**src/hdl/bdc_pkg.sv**
```systemverilog
// ----------------------------------------------------------------------------
// bdc_pkg
// shared types and constants for the button debounce and click classifier
// ----------------------------------------------------------------------------
`default_nettype none

package bdc_pkg;

  // field widths fixed by the interface
  localparam int NOW_W    = 48;
  localparam int CFG_W    = 16;
  localparam int CFG_IDX_W = 1;

  // thresholds are kept in microseconds: 65535 ms * 1000 fits in 26 bits
  localparam int THR_W    = 26;
  localparam logic [THR_W-1:0] US_PER_MS = THR_W'(1000);

  // register indexes
  localparam logic [CFG_IDX_W-1:0] CFG_DEBOUNCE   = 1'd0;
  localparam logic [CFG_IDX_W-1:0] CFG_LONG_PRESS = 1'd1;

  // reset thresholds in microseconds
  localparam logic [THR_W-1:0] DEBOUNCE_RST_US   = THR_W'(20000);
  localparam logic [THR_W-1:0] LONG_PRESS_RST_US = THR_W'(1000000);

  typedef enum logic [1:0] {
    EDGE_NONE    = 2'd0,
    EDGE_PRESS   = 2'd1,
    EDGE_RELEASE = 2'd2
  } edge_t;

  typedef enum logic [1:0] {
    CLICK_NONE  = 2'd0,
    CLICK_SHORT = 2'd1,
    CLICK_LONG  = 2'd2
  } click_t;

  // single-bit state of the classifier
  typedef struct packed {
    logic last_raw;
    logic stable_pressed;
    logic long_reported;
  } bdc_flags_t;

endpackage

`default_nettype wire

```
**src/hdl/bdc_step.sv**
```systemverilog
// ----------------------------------------------------------------------------
// bdc_step
// per-sample next-state and result logic of the debounce and click classifier
// ----------------------------------------------------------------------------
`default_nettype none

module bdc_step
  import bdc_pkg::*;
#(
  parameter int TIME_BITS = 48
) (
  input  wire logic                 raw,
  input  wire logic [TIME_BITS-1:0] now,
  input  wire logic [THR_W-1:0]     debounce_us,
  input  wire logic [THR_W-1:0]     long_press_us,
  input  wire bdc_flags_t           flags,
  input  wire logic [TIME_BITS-1:0] last_change,
  input  wire logic [TIME_BITS-1:0] press_start,
  output bdc_flags_t                flags_nxt,
  output logic [TIME_BITS-1:0]      last_change_nxt,
  output logic [TIME_BITS-1:0]      press_start_nxt,
  output edge_t                     edge_res,
  output click_t                    click
);

  logic [TIME_BITS-1:0] el_change;
  logic [TIME_BITS-1:0] el_press;
  logic                 raw_chg;
  logic                 settle;

  always_comb begin
    raw_chg   = raw != flags.last_raw;
    el_change = now - last_change;
    settle    = !raw_chg && (raw != flags.stable_pressed) &&
                (el_change >= TIME_BITS'(debounce_us));

    flags_nxt       = flags;
    last_change_nxt = last_change;
    press_start_nxt = press_start;
    edge_res        = EDGE_NONE;
    click           = CLICK_NONE;

    // debounce
    if (raw_chg) begin
      flags_nxt.last_raw = raw;
      last_change_nxt    = now;
    end else if (settle) begin
      flags_nxt.stable_pressed = raw;
      edge_res = raw ? EDGE_PRESS : EDGE_RELEASE;
    end

    // click class
    if (edge_res == EDGE_PRESS) begin
      press_start_nxt         = now;
      flags_nxt.long_reported = 1'b0;
    end else if (edge_res == EDGE_RELEASE && !flags.long_reported) begin
      click = CLICK_SHORT;
    end

    // held time is zero on the press sample itself
    el_press = (edge_res == EDGE_PRESS) ? '0 : (now - press_start);

    if (click == CLICK_NONE && flags_nxt.stable_pressed && !flags_nxt.long_reported &&
        el_press >= TIME_BITS'(long_press_us)) begin
      flags_nxt.long_reported = 1'b1;
      click = CLICK_LONG;
    end
  end

endmodule

`default_nettype wire

```
**src/hdl/button_debounce_click_classifier.sv**
```systemverilog
// ----------------------------------------------------------------------------
// button_debounce_click_classifier
// debounces a sampled button level and classifies short and long clicks
// ----------------------------------------------------------------------------
// Each input word is one raw button sample with a microsecond timestamp and
// gives exactly one result word (debounced edge and click class). A word is
// taken every clock cycle when the output side keeps up; a sample goes from
// the input register through the single-pass step logic into the result
// register. Timestamps are kept modulo 2^TIME_BITS, so a wrapping time
// counter is fine. Thresholds are written in milliseconds and converted to
// microseconds once, when the register is written. Reset assumes a released
// button.
// ----------------------------------------------------------------------------
`default_nettype none

module button_debounce_click_classifier
  import bdc_pkg::*;
#(
  parameter int TIME_BITS = 48
) (
  input  wire logic                 clk,
  input  wire logic                 rst_n,
  // configuration
  input  wire logic                 cfg_we,
  input  wire logic [CFG_IDX_W-1:0] cfg_index,
  input  wire logic [CFG_W-1:0]     cfg_wdata,
  // sample words
  input  wire logic                 in_valid,
  output logic                      in_stall,
  input  wire logic                 in_raw_pressed,
  input  wire logic [NOW_W-1:0]     in_now_us,
  // result words
  output logic                      out_valid,
  input  wire logic                 out_stall,
  output logic [1:0]                out_edge_res,
  output logic [1:0]                out_click
);

  // thresholds in microseconds
  logic [THR_W-1:0]     debounce_us_r;
  logic [THR_W-1:0]     long_press_us_r;
  logic [THR_W-1:0]     cfg_us;

  // input register
  logic                 s1_valid_r;
  logic                 s1_raw_r;
  logic [TIME_BITS-1:0] s1_now_r;

  // classifier state
  bdc_flags_t           flags_r;
  bdc_flags_t           flags_nxt;
  logic [TIME_BITS-1:0] last_change_r;
  logic [TIME_BITS-1:0] last_change_nxt;
  logic [TIME_BITS-1:0] press_start_r;
  logic [TIME_BITS-1:0] press_start_nxt;

  // result register
  logic                 out_valid_r;
  edge_t                out_edge_r;
  click_t               out_click_r;
  edge_t                res_edge;
  click_t               res_click;

  logic                 adv;      // input register moves into result register
  logic                 in_take;

  // ms to us; 16 bit times constant fits the threshold width
  assign cfg_us = THR_W'(cfg_wdata) * US_PER_MS;

  always_ff @(posedge clk) begin
    if (!rst_n) begin
      debounce_us_r   <= DEBOUNCE_RST_US;
      long_press_us_r <= LONG_PRESS_RST_US;
    end else if (cfg_we) begin
      case (cfg_index)
        CFG_DEBOUNCE:   debounce_us_r   <= cfg_us;
        CFG_LONG_PRESS: long_press_us_r <= cfg_us;
        default:        ;
      endcase
    end
  end

  // result register frees up when empty or being taken
  assign adv      = s1_valid_r && (!out_valid_r || !out_stall);
  assign in_stall = s1_valid_r && !adv;
  assign in_take  = in_valid && !in_stall;

  always_ff @(posedge clk) begin
    if (!rst_n) begin
      s1_valid_r <= 1'b0;
    end else if (in_take) begin
      s1_valid_r <= 1'b1;
    end else if (adv) begin
      s1_valid_r <= 1'b0;
    end
  end

  // sample payload, no reset needed
  always_ff @(posedge clk) begin
    if (in_take) begin
      s1_raw_r <= in_raw_pressed;
      s1_now_r <= TIME_BITS'(in_now_us);
    end
  end

  bdc_step #(
    .TIME_BITS (TIME_BITS)
  ) u_step (
    .raw             (s1_raw_r),
    .now             (s1_now_r),
    .debounce_us     (debounce_us_r),
    .long_press_us   (long_press_us_r),
    .flags           (flags_r),
    .last_change     (last_change_r),
    .press_start     (press_start_r),
    .flags_nxt       (flags_nxt),
    .last_change_nxt (last_change_nxt),
    .press_start_nxt (press_start_nxt),
    .edge_res        (res_edge),
    .click           (res_click)
  );

  // state commits when the sample's result is loaded
  always_ff @(posedge clk) begin
    if (!rst_n) begin
      flags_r       <= '0;
      last_change_r <= '0;
      press_start_r <= '0;
    end else if (adv) begin
      flags_r       <= flags_nxt;
      last_change_r <= last_change_nxt;
      press_start_r <= press_start_nxt;
    end
  end

  always_ff @(posedge clk) begin
    if (!rst_n) begin
      out_valid_r <= 1'b0;
    end else if (adv) begin
      out_valid_r <= 1'b1;
    end else if (!out_stall) begin
      out_valid_r <= 1'b0;
    end
  end

  always_ff @(posedge clk) begin
    if (adv) begin
      out_edge_r  <= res_edge;
      out_click_r <= res_click;
    end
  end

  assign out_valid    = out_valid_r;
  assign out_edge_res = out_edge_r;
  assign out_click    = out_click_r;

  // a press never comes with a short click
  a_press_no_short: assert property (@(posedge clk) disable iff (!rst_n)
    out_valid_r && out_edge_r == EDGE_PRESS |-> out_click_r != CLICK_SHORT)
    else $error("short click on a press edge");

  // a release never comes with a long click
  a_release_no_long: assert property (@(posedge clk) disable iff (!rst_n)
    out_valid_r && out_edge_r == EDGE_RELEASE |-> out_click_r != CLICK_LONG)
    else $error("long click on a release edge");

  // a press edge leaves the stable state pressed
  a_press_sets_stable: assert property (@(posedge clk) disable iff (!rst_n)
    adv && res_edge == EDGE_PRESS |=> flags_r.stable_pressed)
    else $error("press edge without pressed stable state");

  // a long click marks the press as reported
  a_long_sets_flag: assert property (@(posedge clk) disable iff (!rst_n)
    adv && res_click == CLICK_LONG |=> flags_r.long_reported)
    else $error("long click not recorded");

  // input stalls only while the input register is full
  a_stall_only_full: assert property (@(posedge clk) disable iff (!rst_n)
    !s1_valid_r |-> !in_stall)
    else $error("input stalled with empty input register");

endmodule

`default_nettype wire
```
**config.mk**
```make
export PLATFORM = sky130hd
export DESIGN_NAME = button_debounce_click_classifier
export DESIGN_NICKNAME = d
export VERILOG_FILES = /design/src/hdl/bdc_pkg.sv /design/src/hdl/bdc_step.sv /design/src/hdl/button_debounce_click_classifier.sv
export SDC_FILE = /design/constraint.sdc
export NUM_CORES = 1
export LEC_CHECK = 0
export BUFFER_PORTS_ARGS = -buffer_cell sky130_fd_sc_hd__buf_2
export CAP_MARGIN = 10
export CORE_UTILIZATION = 61
export CTS_CLUSTER_DIAMETER = 100
export DETAILED_ROUTE_END_ITERATION = 8
export PLACE_DENSITY_LB_ADDON = 0.12
export REMOVE_ABC_BUFFERS = 1
export SLEW_MARGIN = 30
export SYNTH_ARGS = -nofsm -noshare
export SYNTH_HDL_FRONTEND = slang
export SYNTH_HIERARCHICAL = 1
export SYNTH_SLANG_ARGS = --single-unit
```
**constraint.sdc**
```tcl
create_clock -name clk -period 12.6 [get_ports clk]
set_input_delay 1.89 -clock clk [delete_from_list [all_inputs] [get_ports clk]]
set_output_delay 1.89 -clock clk [all_outputs]
set_load 0.05 [all_outputs]
```
==> reports/summary.md, run 1 <==
The run finished with clean final reports. In this design, the stage delay of the slowest critical-path cell is 0.54 ns. For the final standard cell utilization of the core, the log shows 0.668. The logs give 0 for the hold violation count in the final report and 2652 for the final layout net count. The logs give 0.628 for the starting utilization of the core area and 63 for the number of placement rows. Total count of max-transition violations in the final report: 0. The path type of the worst setup path is reg -> reg. The cell count after synthesis came out at 2302.

Time the final worst path needs with I/O delays and setup: 8.94 ns. For the final database, setup skew stands at 0.0137 ns. Summing over every cut layer, the via total after detailed routing is 16.6k. The first routing iteration left 1224 violations. The tools report the overall track demand over capacity in global routing as 0.322.

Worst hold path startpoint: debounce_us_r[5]. For the sequential-to-total area share from yosys stat, the log shows 0.241. In the final routed layout, each cell accounts on average for 18.2 µm. The type of the tightest min-delay check is reg -> reg. The die outline height came out at 178 µm. The transition time at the pin with the least slew margin is 0.937 ns. The worst setup path is captured at a register. The number of routed nets with antenna violations was 0.

For this run, the leading register cell type out of synthesis is dfxtp_1. From left edge to right edge, the die measures 178 µm. The cell area that synthesis handed to floorplanning was 18900 µm².

For the overall overflow remaining after global route, the log shows 0. The routed design has 49.5 mm of wire. The run gives 101 as the distinct cell type count of the synthesized netlist. The synthesized design contains 53 enable-type register cells. The fraction of final layout cells sized beyond drive strength 1 is 0.110, and the leakage power figure is 8.19 nW. The number of antenna violations at the first check in global routing was 0; the number of detailed-routing iterations run before antenna repair was 6.

Broken down by cell family, the worst path's largest delay share belongs to compound AO/OA/AOI/OAI gates. The count of buffers added by post-CTS timing repair for setup is 0. The library cells used most frequently in the layout, excluding fill and tap cells, are 359 x nand2_1, 256 x inv_1, 200 x ha_1. Once detailed placement completed, the half-perimeter wirelength came to 38.3 mm.

The number of maximum-capacitance violations came out at 0. The total of cells resized after clock tree synthesis is 0. The routability congestion estimate is 0.947, and the number of buffers added by the clock tree synthesis step is 17.

The total core area was 30000 µm²; the clock transition at the registers of the reported paths was 0.07 ns. The floorplan step defined a die boundary enclosing 31600 µm². In this run the number of H-tree levels came out at 4. The tree is rooted in a clkbuf_16. Based on the critical path, the design can be clocked at up to 0.112 GHz.

The buffering stage count on the worst path with inverters included is 3. The logs give 0.465 ns for the post-route worst hold slack and 0.375 for the worst slew margin relative to its limit. The clock latency at the later pin of the worst-skew pair is 0.47 ns. The critical path launch point is s1_now_r[0]. Across the VDD grid, the largest voltage drop is 0.141 mV. The Yosys warning count was 6. Leaving out fill and tap cells, the most frequent cell in the layout is nand2_1. Setup slack closes at 3.66 ns. Along the worst path, the maximum fanout reaches 36. The tools report the via count of the first global-routing pass as 15.6k. Setup repair after global routing left no endpoint under its margin.

The fraction of registers with async set or reset after synthesis works out to 0. STA puts the critical path data required time at 12.95 ns. The clock net in this run drives a total of 200 sinks.

STA classifies the critical path startpoint as a register. The first global-routing pass estimated 80.3 mm of wire. Entering global routing, the biggest net connects 101 pins. The worst setup timing slack at the placement stage was 3.83 ns; the number of buffers on the longest clock path was 2. For the final routed DRC violation total, the log shows 0. The synthesized design contains 200 register bits.

TritonCTS built the clock tree. The tools report the beginning of the worst register-to-register path as s1_now_r[0]. The run gives 77 as the number of top-level pins. The data arrival time of the worst path was 9.29 ns; the total negative slack was 0 ns. Using the TritonRoute via totals, the vias-per-cell ratio works out to 6.09.

Among all stages on the critical path, the largest delay is contributed by a211oi_1. Antenna diode count: 0. The period utilization was 0.710; the area growth from synthesis to layout was 6.36%. The number of input and output port buffers inserted is 76. In this run, post-CTS hold repair placed 0 buffers.

The average footprint of a synthesized cell is 8.19 µm², and the ratio of total power to cell area is 137 nW/µm². The tools report the number of setup violations in the final report as 0.
-- state kept, by name (all words and copies together) (netlist names) --
| name | flops |
|---|---|
| press_start_r | 48 |
| s1_raw_r | 1 |
| out_edge_res | 2 |
| last_change_r | 48 |
| flags_r | 3 |
| long_press_us_r | 23 |
| s1_valid_r | 1 |
| out_click | 2 |
| s1_now_r | 48 |
| debounce_us_r | 23 |
| out_valid | 1 |
-- worst paths after layout --
path                            to  slack (ns)  depth (start not counted)
setup / recovery        flags_r[0]        3.66                         39
hold reg to reg   debounce_us_r[5]        0.47                          2
hold / removal    debounce_us_r[5]        0.47                          2
setup reg to reg        flags_r[0]        3.66                         39
-- layer usage --
layer | part of all wire | up-vias | track usage
met5 | 0 | - | 0
met4 | 0.014 | 0 | 0.0684
met3 | 0.064 | 45 | 0.0585
met2 | 0.44 | 521 | 0.495
met1 | 0.49 | 7900 | 0.466
li1 | - | 8136 | -
-- cells in the mapped netlist (12+ instances only) --
| cell type | instances | area, µm² |
|---|---|---|
| nand2b_1 | 18 | 113 |
| a31oi_1 | 21 | 131 |
| dfxtp_1 | 147 | 2940 |
| nor2_1 | 93 | 349 |
| nand3_1 | 53 | 265 |
| a21oi_1 | 144 | 721 |
| a211oi_1 | 19 | 143 |
| nand4_1 | 31 | 194 |
| a21boi_0 | 118 | 886 |
| xnor2_1 | 40 | 350 |
| fa_1 | 56 | 1120 |
| o211ai_1 | 24 | 180 |
| edfxtp_1 | 53 | 1590 |
| xor2_1 | 28 | 245 |
| a21o_1 | 47 | 353 |
| clkbuf_1 | 63 | 236 |
| ha_1 | 201 | 2510 |
| and3_1 | 25 | 156 |
| mux2_2 | 94 | 1060 |
| o21a_1 | 29 | 218 |
| nor3_1 | 34 | 170 |
| o21bai_1 | 16 | 120 |
| o21ai_0 | 95 | 475 |
| inv_1 | 256 | 961 |
| nand2_1 | 360 | 1350 |
| buf_2 | 12 | 60.1 |
-- final cells by class --
type,count,area (µm²)
clock buffer,19,433
timing repair buffer,87,465
tap,390,488
inverter,257,965
clock inverter,13,145
fill,2583,9980
sequential,200,4530
multi-input combinational,1761,13000
-- per-stage QoR --
step / instances / total power, mW / instance area [µm²]
3_3_place_gp: 2695 / 2.14 / 19500
6_report: 2727 / 2.76 / 20100
2_1_floorplan: 2218 / 1.82 / 18500
3_5_place_dp: 2695 / 2.17 / 19500
4_1_cts: 2727 / 2.74 / 20100
5_1_grt: 2727 / 2.96 / 20100
-- power breakdown --
part / leakage [nW] / switching, mW / total, mW / internal [mW]
combinational: 6.20 / 0.859 / 1.43 / 0.566
sequential: 1.71 / 0.0442 / 0.767 / 0.723
clock: 0.275 / 0.269 / 0.565 / 0.295
-- worst reg2reg max path: cells and delay by family (launching register included) --
family                     cells  cell delay (ns)
AOI/OAI and AO/OA             20             4.25
and+or+nand+nor               11             2.43
adders and majority gates      4             1.16
buffers and inverters          3             0.47
DFF                            1             0.39
xor gates and xnor gates       1             0.16
-- logic make-up after synthesis --
group / after synthesis / share of synthesized area
multiplexers: 105 / 0.0623
XOR/XNOR: 68 / 0.0316
other: 1 / 0.000199
AO/OA/AOI/OAI: 616 / 0.224
buffers and inverters: 346 / 0.0711
flip-flops: 200 / 0.241
adder cells (fa/ha/maj): 257 / 0.193
AND/OR/NAND/NOR: 709 / 0.178
(Power assumes the default switching activity.)
==> inputs of run 2 (changes only) <==
--- a/config.mk
+++ b/config.mk
@@ -7,7 +7,7 @@
 export LEC_CHECK = 0
 export BUFFER_PORTS_ARGS = -buffer_cell sky130_fd_sc_hd__buf_2
 export CAP_MARGIN = 10
-export CORE_UTILIZATION = 61
+export CORE_UTILIZATION = 58
 export CTS_CLUSTER_DIAMETER = 100
 export DETAILED_ROUTE_END_ITERATION = 8
 export PLACE_DENSITY_LB_ADDON = 0.12
==> constraint.sdc (replaced) <==
create_clock -name clk -period 7.7 [get_ports clk]
set_input_delay 1.155 -clock clk [delete_from_list [all_inputs] [get_ports clk]]
set_output_delay 1.155 -clock clk [all_outputs]
set_load 0.05 [all_outputs]
==> run 2 against run 1 <==
Compared with the run above:
- cell count is 3.9% higher
- clock power is 62% higher
- first-iteration DRC count is 9.2% lower
- sequential cell count stayed put
- wire length is 2.1% higher
- combinational power is 69% higher
- count of clock-buffer cells in the layout is 2 lower
- clock skew hardly changed
- largest cell class unchanged
- utilization is 1.3 points lower
- largest power group unchanged
- via count is 0.49% higher
==> reports/summary.md, run 2 (same netlist as run 1, synthesis figures left out) <==
Clock-pin slew was measured on the worst setup and hold paths at 0.08 ns. The peak supply drop is 0.177 mV. Number of inserted filler cells in the final layout: 2855.

The number of maximum-capacitance violations was 0. The run finished with clean final reports. Routability-driven placement finished with a final weighted congestion of 0.948. Leaving out fill and tap cells, the most frequent cell in the layout is nand2_1. The number of routed nets with antenna violations came out at 0. The first global-routing pass estimated 81.9 mm of wire. The number of input and output port buffers inserted was 76.

The worst path in the final design needs a cycle of 7.66 ns, including I/O delays and setup. The logs give 0 for the final routed DRC violation total and 15.9k for the via count of the first global-routing pass. Counting the buffers created by CTS gives 17. The largest fanout on the critical path was 8. The mean number of vias per cell was 5.89; the post-layout worst setup margin was 0.0376 ns. For this block, the routed nets add up to 50.5 mm of wire. The antenna diode count is 0. The transition time at the pin with the least slew margin was 0.926 ns. The detailed router placed 16.7k vias in this run. For the design internal power, the log shows 2.62 mW.

The count of cells in the finished layout, fillers not included, comes to 2832. Measured along the x axis, the die boundary spans 182 µm. The run gives 20800 µm² as the final cell area excluding filler cells. In the layout the commonest cells are 357 x nand2_1, 254 x inv_1, 193 x ha_1.

In this run the core area contains 65 standard-cell rows. The tools report the worst setup timing slack at the placement stage as -0.366 ns. The setup check on the worst reg-to-reg path leaves a slack of 0.04 ns. For this run, the slowest stage of the critical path takes 0.54 ns.

After the first detailed-routing iteration, the DRC count stood at 1111. The worst hold path passes through 2 cells. CTS saw 200 sinks.

Share of total power in sequential cells: 0.273. The worst register-to-register path ends at out_click[1]. Hold violation count in the final report: 0.

The total core area was 31800 µm²; the final layout net count was 2712. The ratio of total power to cell area came out at 220 nW/µm². STA classifies the critical path endpoint as a register. The switching power share of the total is 0.429. The reported net switching power came out at 1.97 mW.

The tree is rooted in a clkbuf_16. For this run, the top clock speed supported by timing is 0.131 GHz. Startpoint kind of the worst setup timing path: a register. The run gives 0.200 as the portion of total power attributed to the clock network.

The slowest stage of the critical path is the or4_4 cell. The maximum number of pins on one net before global-route repair is 87. The fraction of final layout cells sized beyond drive strength 1 came out at 0.150. Setup repair after global routing could not meet its margin everywhere. The data required time of the worst path is 7.90 ns. TritonCTS built the clock tree.

Measured in cells, the most critical reg-to-reg path has a length of 36. In the final layout, the registers with the most flip-flops are last_change_r x48, press_start_r x48, s1_now_r x48. The path type of the worst setup path was reg -> reg.

The logs give 0.593 for the starting utilization of the core area and 4 for the CTS H-tree depth. For this design the static power due to leakage is 8.51 nW. Dividing the detail-routed wire length by the instance count gives 17.8 µm.

The clock passes through at most 2 buffers. The number of antenna violations at the first check in global routing was 0; the power consumption was 4.59 mW. The tools report the worst hold path startpoint as long_press_us_r[3].

The post-route worst hold slack was 0.467 ns; the hold-fix buffer count after cts was 0. The period utilization was 0.995. Adding up every negative setup slack in the final design gives 0 ns. Summed over all nets, the half-perimeter wirelength after detailed placement is 39.5 mm. The clock latency at the later pin of the worst-skew pair was 0.47 ns; the overall track demand over capacity in global routing was 0.310. The die outline height was 182 µm; the number of top-level pins was 77.

After detailed placement, the design holds a cell count of 2788. The beginning of the worst register-to-register path is s1_now_r[1]. The area growth from synthesis to layout is 10.4%. Setup violations remaining at the end of the flow were counted as 0. Type of the tightest min-delay check: reg -> reg.

The run gives 0 as the total count of max-transition violations in the final report. The tools report the number of detailed-routing iterations run before antenna repair as 6. The placed instances occupy a cell area of 19900 µm². Data arrives at the worst endpoint at 7.87 ns.

The tools report the worst slew margin relative to its limit as 0.382. The logic gate share of total power is 0.527, and the final standard cell utilization of the core is 0.655. The logs give 0.0140 ns for the maximum clock skew at final layout and 33200 µm² for the overall die area. The tools report the overall overflow remaining after global route as 0. The path with the worst hold slack has its endpoint at long_press_us_r[3].
-- run 2: cell count changes in the layout (fill, tap and decap cells not counted), moves of 3 or more --
cell / before / now
buf_4: 12 / 68
a21oi_1: 144 / 137
a21oi_2: 1 / 8
ha_1: 200 / 193
ha_4: 0 / 6
nor2_1: 93 / 89
buf_6: 0 / 3
nor2_2: 1 / 4
o21ai_0: 95 / 92
o21ai_2: 1 / 4
-- run 2: repair_timing --
action	4_1_cts	5_1_grt
setup buffers	6	6
pin swaps	7	45
cloned	0	1
setup endpoints to repair	2	2
resized for setup	5	47
-- run 2: worst max-delay path: cells and delay by family, from the launching register on --
family | cells | cell delay (ns)
AOI/OAI and AO/OA | 17 | 3.30
and+or+nand+nor | 12 | 2.34
adders and majority gates | 3 | 0.80
buffers and inverters | 3 | 0.45
DFF | 1 | 0.43
xor gates and xnor gates | 1 | 0.09
-- run 2: worst max path at each step --
stage / startpoint / endpoint / slack, ns / depth (start not counted)
6_report: s1_now_r[1] / out_click[1] / 0.04 / 36
5_1_grt: s1_now_r[6] / flags_r[0] / -0.29 / 37
4_1_cts: s1_now_r[6] / out_click[1] / 0.004 / 33
3_5_place_dp: s1_now_r[0] / flags_r[0] / -0.37 / 37
3_3_place_gp: s1_now_r[6] / flags_r[0] / -0.05 / 35
2_1_floorplan: s1_now_r[0] / out_click[1] / -1.89 / 35
-- run 2: power by group through the flow --
stage	registers (mW)	clock network [mW]	logic, mW
2_1_floorplan	1.26	0	1.73
5_1_grt	1.27	0.983	2.70
3_3_place_gp	1.27	0	2.27
3_5_place_dp	1.28	0	2.31
4_1_cts	1.25	0.940	2.33
6_report	1.25	0.918	2.42
-- run 2: cell type report --
cell class / instances / area [µm²] / share of cell area
flip-flops and latches: 200 / 4540 / 0.218
multi-input cells: 1761 / 13300 / 0.637
inverters: 257 / 965 / 0.0463
repair buffers: 147 / 925 / 0.0444
clock inverters: 15 / 164 / 0.00787
well taps: 435 / 544 / 0.0261
clock buffers: 17 / 425 / 0.0204
-- run 2: per-layer routing --
| metal | GRT usage | routed length (µm) | vias to the layer above |
|---|---|---|---|
| met5 | 0 | 0 | - |
| met4 | 0.0817 | 877 | 0 |
| met3 | 0.0495 | 2930 | 54 |
| met2 | 0.476 | 22000 | 431 |
| met1 | 0.449 | 24700 | 7945 |
| li1 | - | - | 8254 |
